### src/rtl/core/pfe_pkg.sv
// Package with constants, types and helpers for the postfix expression evaluator.
`default_nettype none
package pfe_pkg;
  localparam int STACK_DEPTH_DEF = 16;
  localparam int MAX_FRAC_DEF = 5;
  localparam logic [7:0] SEP_RESET = 8'd63;
  localparam logic [7:0] CH_EQ = 8'h3D;
  localparam logic [7:0] CH_DOT = 8'h2E;
  localparam logic [7:0] CH_ADD = 8'h2B;
  localparam logic [7:0] CH_SUB = 8'h2D;
  localparam logic [7:0] CH_MUL = 8'h2A;
  localparam logic [7:0] CH_DIV = 8'h2F;
  localparam logic [7:0] CH_0 = 8'h30;
  localparam logic [7:0] CH_9 = 8'h39;
  localparam logic [15:0] WHOLE_CAP = 16'd32768;

  function automatic logic [16:0] pow10(input logic [2:0] n);
    case (n)
      3'd0: pow10 = 17'd1;
      3'd1: pow10 = 17'd10;
      3'd2: pow10 = 17'd100;
      3'd3: pow10 = 17'd1000;
      3'd4: pow10 = 17'd10000;
      default: pow10 = 17'd100000;
    endcase
  endfunction

  function automatic logic signed [31:0] clamp(input logic signed [63:0] v,
                                               output logic sat);
    sat = 1'b0;
    if (v > 64'sh7FFFFFFF) begin
      sat = 1'b1;
      clamp = 32'sh7FFFFFFF;
    end else if (v < -64'sh80000000) begin
      sat = 1'b1;
      clamp = 32'sh80000000;
    end else begin
      clamp = v[31:0];
    end
  endfunction
endpackage
`default_nettype wire

### src/rtl/core/postfix_expression_evaluator.sv
// Top level of the postfix expression evaluator with its stack RAM and control.
//  channel | direction | ports
//  in      | input     | in_valid, in_stall, in_char_code
//  out     | output    | out_valid, out_stall, out_answer_value, flags
//  cfg     | input     | cfg_we, cfg_wdata
// Digits, '.', other characters and short-stack operators stay in S_IDLE; a '=' pops in S_EQ.
// A push divides the fraction by its power of ten on the bit-serial divider.
// Operators: S_RDA, S_RDB, then S_MUL for * or S_DIV for a nonzero divisor, then S_EXE.
// A '=' result waits in the output register; only a following '=' is held until it is taken.
// Synchronous reset clears the stack level, the number, the pending flags and out_valid.
`default_nettype none
module postfix_expression_evaluator import pfe_pkg::*; #(
  parameter int STACK_DEPTH = STACK_DEPTH_DEF,
  parameter int MAX_FRACTION_DIGITS = MAX_FRAC_DEF
) (
  input  wire logic        clk,
  input  wire logic        rst_n,
  input  wire logic        in_valid,
  output logic             in_stall,
  input  wire logic [7:0]  in_char_code,
  output logic             out_valid,
  input  wire logic        out_stall,
  output logic signed [31:0] out_answer_value,
  output logic             out_stack_empty_error,
  output logic             out_stack_full_error,
  output logic             out_saturated,
  output logic             out_divided_by_zero,
  input  wire logic        cfg_we,
  input  wire logic [7:0]  cfg_wdata
);
  localparam int AW = $clog2(STACK_DEPTH);
  localparam int LW = $clog2(STACK_DEPTH + 1);

  typedef enum logic [8:0] {
    S_IDLE = 9'b000000001, S_PUSH = 9'b000000010, S_RDA  = 9'b000000100,
    S_RDB  = 9'b000001000, S_EXE  = 9'b000010000, S_DIV  = 9'b000100000,
    S_EQ   = 9'b001000000, S_MUL  = 9'b010000000, S_CONV = 9'b100000000
  } state_t;

  state_t state_r, state_nxt;
  logic [7:0] sep_r;
  logic [LW-1:0] lvl_r, lvl_nxt;
  logic [15:0] whole_r, whole_nxt;
  logic [16:0] frac_r, frac_nxt;
  logic [2:0] fcnt_r, fcnt_nxt;
  logic pt_r, pt_nxt, lastop_r, lastop_nxt;
  logic [3:0] err_r, err_nxt;
  logic [7:0] op_r, op_nxt;
  logic signed [31:0] a_r, a_nxt;
  logic signed [63:0] prod_r, prod_nxt;
  logic ov_nxt;
  logic signed [31:0] ans_r, ans_nxt;
  logic [3:0] oflag_r, oflag_nxt;
  logic [16:0] fq_r, fq_nxt;

  logic we;
  logic [AW-1:0] waddr, raddr;
  logic [31:0] wdata, rdata;
  logic dstart, ddone;
  logic signed [63:0] dq;
  logic signed [63:0] div_dividend;
  logic signed [31:0] div_divisor;

  pfe_ram #(.WIDTH(32), .DEPTH(STACK_DEPTH)) u_ram (
    .clk, .we, .waddr, .wdata, .raddr, .rdata
  );
  pfe_divider u_div (
    .clk, .rst_n, .start(dstart), .dividend(div_dividend), .divisor(div_divisor),
    .done(ddone), .quotient(dq)
  );

  logic accept, is_op;
  logic [7:0] c;
  logic [34:0] fsum;
  logic [48:0] total;
  logic [16:0] scale;
  logic [20:0] wmul;
  logic sat;
  logic signed [31:0] res;
  logic [63:0] mag;

  assign c = in_char_code;
  assign in_stall = (state_r != S_IDLE) || (out_valid && c == CH_EQ);
  assign accept = in_valid && !in_stall;
  assign is_op = c == CH_ADD || c == CH_SUB || c == CH_MUL || c == CH_DIV;
  assign out_answer_value = ans_r;
  assign {out_divided_by_zero, out_saturated, out_stack_full_error,
          out_stack_empty_error} = oflag_r;

  always_comb begin
    state_nxt = state_r;
    lvl_nxt = lvl_r; whole_nxt = whole_r; frac_nxt = frac_r; fcnt_nxt = fcnt_r;
    pt_nxt = pt_r; lastop_nxt = lastop_r; err_nxt = err_r; op_nxt = op_r;
    a_nxt = a_r; prod_nxt = prod_r; ov_nxt = out_valid;
    ans_nxt = ans_r; oflag_nxt = oflag_r; fq_nxt = fq_r;
    we = 1'b0; waddr = lvl_r[AW-1:0]; wdata = '0; raddr = '0;
    dstart = 1'b0; sat = 1'b0; res = '0; mag = '0;
    scale = pow10(fcnt_r);
    fsum = {frac_r, 16'd0} + {19'd0, scale[16:1]};
    div_dividend = 64'($signed(rdata)) <<< 16;
    div_divisor = a_r;
    total = {17'd0, whole_r, 16'd0} + {32'd0, fq_r};
    wmul = {5'd0, whole_r} * 21'd10 + {17'd0, c[3:0]};
    if (out_valid && !out_stall) ov_nxt = 1'b0;
    case (state_r)
      S_IDLE: begin
        if (accept) begin
          lastop_nxt = is_op;
          op_nxt = c;
          if (c == sep_r) begin
            if (!lastop_r) begin
              div_dividend = 64'(fsum);
              div_divisor = 32'(scale);
              dstart = 1'b1;
              state_nxt = S_CONV;
            end
          end else if (is_op) begin
            if (lvl_r < LW'(2)) err_nxt[0] = 1'b1;
            else begin
              raddr = AW'(lvl_r - LW'(1));
              state_nxt = S_RDA;
            end
          end else if (c == CH_EQ) begin
            if (lvl_r == '0) begin
              err_nxt[0] = 1'b1;
              ans_nxt = '0;
              oflag_nxt = err_nxt;
              err_nxt = '0;
              ov_nxt = 1'b1;
            end else begin
              raddr = AW'(lvl_r - LW'(1));
              state_nxt = S_EQ;
            end
          end else if (c == CH_DOT) begin
            pt_nxt = 1'b1;
          end else if (c >= CH_0 && c <= CH_9) begin
            if (!pt_r) whole_nxt = (wmul > 21'(WHOLE_CAP)) ? WHOLE_CAP : wmul[15:0];
            else if (fcnt_r < 3'(MAX_FRACTION_DIGITS)) begin
              frac_nxt = 17'({frac_r, 3'd0} + {2'd0, frac_r, 1'b0} + {16'd0, c[3:0]});
              fcnt_nxt = fcnt_r + 3'd1;
            end
          end
        end
      end
      S_CONV: begin
        if (ddone) begin
          fq_nxt = dq[16:0];
          state_nxt = S_PUSH;
        end
      end
      S_PUSH: begin
        if (lvl_r >= LW'(STACK_DEPTH)) err_nxt[1] = 1'b1;
        else begin
          we = 1'b1;
          if (total > 49'h7FFFFFFF) begin
            wdata = 32'h7FFFFFFF;
            err_nxt[2] = 1'b1;
          end else wdata = total[31:0];
          lvl_nxt = lvl_r + LW'(1);
        end
        whole_nxt = '0; frac_nxt = '0; fcnt_nxt = '0; pt_nxt = 1'b0;
        state_nxt = S_IDLE;
      end
      S_EQ: begin
        ans_nxt = rdata;
        oflag_nxt = err_r;
        err_nxt = '0;
        ov_nxt = 1'b1;
        lvl_nxt = lvl_r - LW'(1);
        state_nxt = S_IDLE;
      end
      S_RDA: begin
        a_nxt = rdata;
        raddr = AW'(lvl_r - LW'(2));
        state_nxt = S_RDB;
      end
      S_RDB: begin
        case (op_r)
          CH_ADD: prod_nxt = 64'($signed(rdata)) + 64'(a_r);
          CH_SUB: prod_nxt = 64'($signed(rdata)) - 64'(a_r);
          CH_MUL: prod_nxt = $signed(rdata) * a_r;
          default: prod_nxt = 64'($signed(rdata)) <<< 16;
        endcase
        state_nxt = (op_r == CH_DIV) ? S_DIV : (op_r == CH_MUL) ? S_MUL : S_EXE;
        if (op_r == CH_DIV && a_r == '0) state_nxt = S_EXE;
      end
      S_MUL: begin
        mag = prod_r[63] ? 64'(-prod_r) : prod_r;
        mag = (mag + 64'd32768) >> 16;
        prod_nxt = prod_r[63] ? -$signed(mag) : $signed(mag);
        state_nxt = S_EXE;
      end
      S_DIV: begin
        if (ddone) begin
          prod_nxt = dq;
          op_nxt = CH_ADD;
          state_nxt = S_EXE;
        end
      end
      S_EXE: begin
        if (op_r == CH_DIV) begin
          err_nxt[3] = 1'b1;
          res = prod_r[63] ? 32'sh80000000 : 32'sh7FFFFFFF;
        end else begin
          res = clamp(prod_r, sat);
          if (sat) err_nxt[2] = 1'b1;
        end
        we = 1'b1;
        waddr = AW'(lvl_r - LW'(2));
        wdata = res;
        lvl_nxt = lvl_r - LW'(1);
        state_nxt = S_IDLE;
      end
      default: state_nxt = S_IDLE;
    endcase
    if (state_r == S_RDB && op_r == CH_DIV && a_r != '0) dstart = 1'b1;
  end

  always_ff @(posedge clk) begin
    if (!rst_n) begin
      state_r <= S_IDLE;
      sep_r <= SEP_RESET;
      lvl_r <= '0;
      whole_r <= '0; frac_r <= '0; fcnt_r <= '0; pt_r <= 1'b0;
      lastop_r <= 1'b0; err_r <= '0; out_valid <= 1'b0;
    end else begin
      state_r <= state_nxt;
      if (cfg_we) sep_r <= cfg_wdata;
      lvl_r <= lvl_nxt;
      whole_r <= whole_nxt; frac_r <= frac_nxt; fcnt_r <= fcnt_nxt; pt_r <= pt_nxt;
      lastop_r <= lastop_nxt; err_r <= err_nxt; out_valid <= ov_nxt;
    end
    op_r <= op_nxt; a_r <= a_nxt; prod_r <= prod_nxt;
    ans_r <= ans_nxt; oflag_r <= oflag_nxt; fq_r <= fq_nxt;
  end
endmodule
`default_nettype wire

### src/rtl/core/pfe_ram.sv
// Generic single-port-write, registered-read RAM.
`default_nettype none
module pfe_ram #(
  parameter int WIDTH = 32,
  parameter int DEPTH = 16
) (
  input  wire logic                     clk,
  input  wire logic                     we,
  input  wire logic [$clog2(DEPTH)-1:0] waddr,
  input  wire logic [WIDTH-1:0]         wdata,
  input  wire logic [$clog2(DEPTH)-1:0] raddr,
  output logic      [WIDTH-1:0]         rdata
);
  logic [WIDTH-1:0] mem [DEPTH];
  always_ff @(posedge clk) begin
    if (we) mem[waddr] <= wdata;
    rdata <= mem[raddr];
  end
endmodule
`default_nettype wire

### src/rtl/core/pfe_divider.sv
// Iterative signed restoring divider, one quotient bit per cycle.
`default_nettype none
module pfe_divider (
  input  wire logic               clk,
  input  wire logic               rst_n,
  input  wire logic               start,
  input  wire logic signed [63:0] dividend,
  input  wire logic signed [31:0] divisor,
  output logic                    done,
  output logic signed [63:0]      quotient
);
  logic [63:0] q_r, q_nxt;
  logic [32:0] rem_r, rem_nxt;
  logic [31:0] dv_r, dv_nxt;
  logic        neg_r, neg_nxt;
  logic [6:0]  cnt_r, cnt_nxt;
  logic        busy_r, busy_nxt;
  logic [32:0] trial;

  always_comb begin
    q_nxt = q_r;
    rem_nxt = rem_r;
    dv_nxt = dv_r;
    neg_nxt = neg_r;
    cnt_nxt = cnt_r;
    busy_nxt = busy_r;
    done = 1'b0;
    trial = {rem_r[31:0], q_r[63]} - {1'b0, dv_r};
    if (start) begin
      q_nxt = dividend[63] ? 64'(-dividend) : dividend;
      dv_nxt = divisor[31] ? 32'(-divisor) : divisor;
      neg_nxt = dividend[63] ^ divisor[31];
      rem_nxt = '0;
      cnt_nxt = 7'd0;
      busy_nxt = 1'b1;
    end else if (busy_r) begin
      if (cnt_r == 7'd64) begin
        busy_nxt = 1'b0;
        done = 1'b1;
      end else begin
        if (!trial[32]) begin
          rem_nxt = trial;
          q_nxt = {q_r[62:0], 1'b1};
        end else begin
          rem_nxt = {rem_r[31:0], q_r[63]};
          q_nxt = {q_r[62:0], 1'b0};
        end
        cnt_nxt = cnt_r + 7'd1;
      end
    end
  end

  assign quotient = neg_r ? -$signed(q_r) : $signed(q_r);

  always_ff @(posedge clk) begin
    if (!rst_n) begin
      busy_r <= 1'b0;
    end else begin
      busy_r <= busy_nxt;
    end
    q_r <= q_nxt;
    rem_r <= rem_nxt;
    dv_r <= dv_nxt;
    neg_r <= neg_nxt;
    cnt_r <= cnt_nxt;
  end
endmodule
`default_nettype wire

### config.mk
export PLATFORM = sky130hd
export DESIGN_NAME = postfix_expression_evaluator
export DESIGN_NICKNAME = d
export VERILOG_FILES = /design/src/rtl/core/pfe_pkg.sv /design/src/rtl/core/postfix_expression_evaluator.sv /design/src/rtl/core/pfe_ram.sv /design/src/rtl/core/pfe_divider.sv
export SDC_FILE = /design/constraint.sdc
export NUM_CORES = 2
export LEC_CHECK = 0
export BUFFER_PORTS_ARGS = -buffer_cell sky130_fd_sc_hd__buf_2
export CAP_MARGIN = 20
export CORE_AREA = 2 2 381 383
export CTS_BUF_LIST = sky130_fd_sc_hd__clkbuf_4 sky130_fd_sc_hd__clkbuf_8
export DETAILED_ROUTE_END_ITERATION = 10
export DIE_AREA = 0 0 383 385
export GPL_TIMING_DRIVEN = 0
export PLACE_DENSITY = 0.77
export SLEW_MARGIN = 20
export SYNTH_ARGS = -nofsm -noshare
export SYNTH_HDL_FRONTEND = slang
export SYNTH_HIERARCHICAL = 1
export SYNTH_SLANG_ARGS = --single-unit
### constraint.sdc
create_clock -name clk -period 9.4 [get_ports clk]
set_input_delay 0 -clock clk [delete_from_list [all_inputs] [get_ports clk]]
set_output_delay 0 -clock clk [all_outputs]
set_load 0.01 [all_outputs]
### After elaboration in Yosys (flattened, before gate mapping)

Memory sizes are Yosys's and may differ from the RTL's. A register that Yosys moved wholly into a read port is not among the register bits.
Cells that the tools add are included.

* add/subtract/negate cells: 19
* multipliers: 2
* $lt $le $gt $ge: 9
* equality and inequality tests: 54
* muxes and demuxes: 143
* bitwise operators: 2
* reductions and logical operators: 43

Operators by type and width (count)
* 2-to-1 mux 64 bit: 12
* 2-to-1 mux 32 bit: 16
* one-hot mux 64 bit (3 select lines): 2
* negator 64 bit: 3
* 2-to-1 mux 17 bit: 8
* 2-to-1 mux 16 bit: 8
* one-hot mux 32 bit (2 select lines): 2
* one-hot mux 17 bit (5 select lines): 1
* 2-to-1 mux 9 bit: 9
* == test 8 x 6 -> 1 bit, second input constant: 10
* adder 64 x 16 -> 64 bit, second input constant: 1
* greater-than comparator 64 x 32 -> 1 bit, second input constant: 1
* less-than comparator 64 x 32 -> 1 bit, second input constant: 1
* multiplier 32 x 32 -> 64 bit: 1
* 2-to-1 mux 4 bit: 16
* negator 48 -> 64 bit: 1
* one-hot mux 9 bit (6 select lines): 1
* inequality test 2 bit, second input constant: 21
* 2-to-1 mux 8 bit: 5
* 2-to-1 mux 1 bit: 38
* adder 33 x 16 -> 34 bit: 1
* one-hot mux 17 bit (2 select lines): 1
* adder 32 x 17 -> 33 bit: 1
* adder 32 x 32 -> 33 bit: 1
* other kinds (67): 111

* register bits: 359
* bits in writable memories: 512
* input bits: 21
* word-level logic and storage cells: 299
* memories: 1

Memory list
* u_ram.mem: words 16, width 32, rd ports 1, clocked after Yosys merged registers in 1, write ports 1, RTL line pfe_ram.sv:14 `logic [WIDTH-1:0] mem [DEPTH];`

### Longest topological paths before layout

* word-level depth: 12
* gate-level depth with buffers: 31

### By module

The synthesis kept the hierarchy.

By module, submodules not included
* postfix_expression_evaluator: instances 1, cells an instance 6447, area each 56849.5 sq um, seq. area each 6015.8 sq um
* pfe_ram: instances 1, cells an instance 838, area each 19836.5 sq um, seq. area each 16015.4 sq um
* pfe_divider: instances 1, cells an instance 1164, area each 10266.1 sq um, seq. area each 3713.6 sq um

### Worst setup path before layout

No wires, ideal clock.

* kind: register -> register
* start point: reg u_ram.rdata[31] (read register of u_ram.mem)
* end point: reg prod_r[59] (data pin)
* setup time: 0.261 ns
* arrival: 7.866 ns
* required time: 9.139 ns
* setup slack: 1.273 ns
* stages on the path, launching flop included: 28
* buffers on the path: 2
* clock period less this slack: 8.127 ns
* path through: dfxtp_1 > clkbuf_1 > buf_1 > nand2_1 > fa_1 > inv_1 > fa_1 > inv_1 > fa_1 > fa_1 > inv_1 > fa_1 > fa_1 > fa_1 > fa_1 > ha_1 > a21oi_1 > o21ai_0 > nand2b_1 > a211o_1 > o21bai_1 > a221o_1 > nand2b_1 > a21o_1 > o21ai_0 > a311oi_1 > xnor2_1 > a221o_1

* word-level cells in the longest chain between the ends: 3

RTL lines
* from (decl): RTL line pfe_ram.sv:12 `output logic [WIDTH-1:0] rdata`
* multiplier 32 x 32 -> 64 bit (tied with other cells): RTL line postfix_expression_evaluator.sv:181 `CH_MUL: prod_nxt = $signed(rdata) * a_r;`
* one-hot mux 64 bit (3 select lines) (*): RTL line postfix_expression_evaluator.sv:178 `case (op_r)`
* one-hot mux 64 bit (3 select lines) (*): RTL line postfix_expression_evaluator.sv:105 `case (state_r)`
* named net prod_nxt[59]: RTL line postfix_expression_evaluator.sv:50 `logic signed [63:0] prod_r, prod_nxt;`
* to (signal assigned): RTL line postfix_expression_evaluator.sv:233 `op_r <= op_nxt; a_r <= a_nxt; prod_r <= prod_nxt;`
* to (decl): RTL line postfix_expression_evaluator.sv:50

The timed path passes the listed nets; every way through them passes the cells marked *.
A chain may end at the register's enable or synchronous reset.

### Worst setup path in the final report

* start point: reg u_ram.rdata[2] (read register of u_ram.mem)
* end point: reg prod_r[41] (data pin)

The elaborated chain is that of the path after synthesis.

==> impl_metrics.csv <==
group,metric,value,unit
finish,drive_above_1_share,10.66,%
synth,synth.largest_area_cell,"sky130_fd_sc_hd__edfxtp_1",
pwr,vdd_drop_max,205.9,µV
finish,finalNetCount,10290,
worst_setup_path,crit_path_max_incr_delay,0.76,ns
global_route,grt_overflow_total,0,
synth,total_standard_cell_area_after_synthesis,86950,µm²
worst_setup_path,timing.critical_path.buf_inv,5,
sta,fin_tns_setup,-0.08888,ns
clock_network,clock_insertion_delay_worst_skew,1.05,ns
routing,drc_violations_left,0,
routing,drt-total-wl,351.3,mm
routing,ant_nets,0,
routing,routed-via-count,72160,
synth,asyncSetResetFlopFracSynth,0,%
worst_setup_path,setup.worst_path.class,"reg2reg",
finish,synthToLayoutAreaGrowth,10.15,%
floorplan,fp.dieArea,147500,µm²
placement,numPortBuffers,57,
global_route,grt_start_max_net_pins,50,
routing,drt_first_iter_violations,10010,
sta,worst_pin_slew,1.137,ns
sta,grt_setup_unrepaired,"yes",
floorplan,design.core.area,143100,µm²
synth,synth-edff-count,766,
global_route,grt_antenna_before_repair,30,
sta,setup_viol,2,
synth,post-synth-top-count-cell,"sky130_fd_sc_hd__inv_1",
finish,final_util,66.91,%
synth,synthDistinctLibCells,107,
floorplan,die_w,383,µm
sta,timing_max_transition_violations_final,0,
worst_hold_path,hold_path_class,"in2reg",
floorplan,floorplan.die.height,385,µm
floorplan,num_rows,139,
sta,post-route-min-period,9.470,ns
floorplan,initial_core_util,60.75,%
clock_network,clk_path_buf_depth,3,
placement,dp_hpwl,263.6,mm
sta,fin_worst_skew,0.1432,ns
synth,yosysWarningCount,6,
synth,syn-mean-instance-area,10.29,µm²
synth,synth_flop_cell,"sky130_fd_sc_hd__edfxtp_1",
global_route,first_global_vias,71360,
sta,timing.final.ws_setup,-0.07029,ns
sta,final-hold-violation-count,0,
routing,drt-wirelength-per-cell,32.30,µm
clock_network,cts_root_buf,"sky130_fd_sc_hd__clkbuf_8",
global_route,track_usage,48.20,%
clock_network,cts_htree_levels,4,
synth,synth_top_cell_area_share,26.45,%
clock_network,tritoncts,"built",
routing,drt-vias-per-instance,6.633,
global_route,grt_pass1_wl,501.3,mm
synth,seq_area_frac_synth,29.61,%
worst_setup_path,worstPathArrival,10.01,ns
worst_setup_path,timing.critical_path.to_type,"flip-flop",
sta,post-route-period-util,100.7,%
sta,fmax,0.1056,GHz
clock_network,cts_sinks,903,
synth,postSynthRegisterBits,903,
status,violations,"negative setup slack",
worst_setup_path,crit_slowest_cell,"sky130_fd_sc_hd__dfxtp_2",
placement,gp_congestion,1.130,
pwr,power_density,88.81,nW/µm²
synth,post_synthesis_cells,8449,
routing,1st_pass_router_iterations,9,
status,run_status,"finished, violations left",
synth,synth.top_cells.by_area,"sky130_fd_sc_hd__edfxtp_1, sky130_fd_sc_hd__fa_1, sky130_fd_sc_hd__ha_1",
clock_network,tritoncts.num_buffers,151,
worst_setup_path,critical_path.top_delay_family,"adder cells",
sta,maxSlewHeadroom,23.39,%
pwr,power.static_leakage,0.03978,µW
worst_setup_path,critical-path-top-cell-by-count,"sky130_fd_sc_hd__fa_1",
synth,synth_top_cells_by_count,"sky130_fd_sc_hd__inv_1, sky130_fd_sc_hd__fa_1, sky130_fd_sc_hd__nand2_1, sky130_fd_sc_hd__edfxtp_1, sky130_fd_sc_hd__and2_1",
run,max_cap_viol_count,0,
worst_setup_path,critPathRequiredTime,9.94,ns
floorplan,number_of_i_o_pins,59,
worst_setup_path,cp_max_fo,10,
worst_setup_path,worstSetupStartpointType,"flip-flop",
clock_network,clk_pin_slew,0.06,ns
cell families (layout without fill, tap and decap cells):
family	Yosys count	count (layout)	synth area share, %
XOR/XNOR	449	449	4.523
multiplexers	187	187	4.006
AND/OR/NAND/NOR	2503	2503	14.46
AO/OA/AOI/OAI	1359	1359	10.17
flip-flops	903	903	29.61
adder cells (fa/ha/maj)	1449	1449	30.25
other	1	45	0.004313
buffers and inverters	1598	2081	6.979
cell usage in the layout, fill, tap and decap left out, types with 95 or more instances in the layout:
cell	instances
sky130_fd_sc_hd__dfxtp_1	106
sky130_fd_sc_hd__ha_1	358
sky130_fd_sc_hd__clkbuf_1	214
sky130_fd_sc_hd__mux4_2	128
sky130_fd_sc_hd__xor2_1	179
sky130_fd_sc_hd__o21ai_0	292
sky130_fd_sc_hd__inv_1	1149
sky130_fd_sc_hd__nand3_1	109
sky130_fd_sc_hd__edfxtp_1	766
sky130_fd_sc_hd__xnor2_1	266
sky130_fd_sc_hd__clkbuf_4	100
sky130_fd_sc_hd__a21oi_1	334
sky130_fd_sc_hd__nand2_1	849
sky130_fd_sc_hd__and2_1	533
sky130_fd_sc_hd__a22oi_1	95
sky130_fd_sc_hd__nor2_1	417
sky130_fd_sc_hd__fa_1	1085
sky130_fd_sc_hd__clkbuf_8	164
path summary, 6_finish.rpt:
kind	start	end	slack, ns	depth (start not counted)
hold / removal	rst_n	u_div/busy_r	0.09	3
hold reg to reg	err_r[3]	oflag_r[3]	0.45	0
setup reg to reg	u_ram/rdata[2]	prod_r[41]	-0.07	27
setup / recovery	u_ram/rdata[2]	prod_r[41]	-0.07	27
per-layer routing:
metal  track usage (%)  routed length, µm  up-vias
li1                  -                  -    29210
met1             60.04             120300    35570
met2             69.11             146900     5867
met3             15.99              49200     1506
met4             38.18              34790       14
met5            0.1624                 91        -
state kept, by name (all words and copies together) (netlist names), 9 cells and up:
| register | count |
|---|---|
| prod_r | 64 |
| u_ram/rdata | 32 |
| u_div/dv_r | 32 |
| u_ram/mem | 512 |
| u_div/rem_r | 32 |
| fq_r | 17 |
| a_r | 32 |
| u_div/q_r | 64 |
| out_answer_value | 32 |
| frac_r | 17 |
| whole_r | 16 |
| state_r | 9 |
stage by stage:
step | setup slack [ns] | hold WS [ns] | area, µm² | power [µW] | cells
2_1_floorplan | 1.273 | 0.1282 | 86990 | 4587 | 8458
3_3_place_gp | -2.717 | 0.2163 | 89650 | 4669 | 10420
3_5_place_dp | -1.908 | 0.2231 | 90940 | 4676 | 10480
4_1_cts | -0.08866 | 0.01716 | 95010 | 8463 | 10810
5_1_grt | -0.1349 | 0.06849 | 95700 | 8669 | 10850
6_report | -0.07029 | 0.08651 | 95780 | 8506 | 10880
power breakdown:
| group | total, µW | internal [µW] | switching (µW) |
|---|---|---|---|
| Sequential | 4320 | 4300 | 21.0 |
| Combinational | 296 | 113 | 183 |
| Clock | 3890 | 2010 | 1880 |
worst reg2reg max path: cells and delay by family, from the launching register on:
kind	cells	cell delay, ns
AOI/OAI and AO/OA	9	2.33
buffers and inverters	5	0.81
adders and majority gates	9	4.05
and+or+nand+nor	3	0.75
DFF	1	0.76
xor gates and xnor gates	1	0.41
final cells by class:
cell class | instances | area, µm²
Multi-Input combinational cell | 5957 | 55710
Fill cell | 10830 | 47360
Sequential cell | 903 | 25830
Inverter | 1160 | 4385
Clock buffer | 216 | 2623
Tap cell | 1903 | 2381
Buffer | 436 | 2135
Timing Repair Buffer | 206 | 2018
Clock inverter | 63 | 603.1
Antenna cell | 35 | 87.58
repair_timing:
action	in CTS	in global routing
buffers inserted	8	38
endpoints found under the setup margin	51	43
hold buffers	44	0
hold endpoints to repair	67	0
pin swaps	1	8
resized for setup	170	283
No activity file was read; power rests on OpenSTA's default activity.
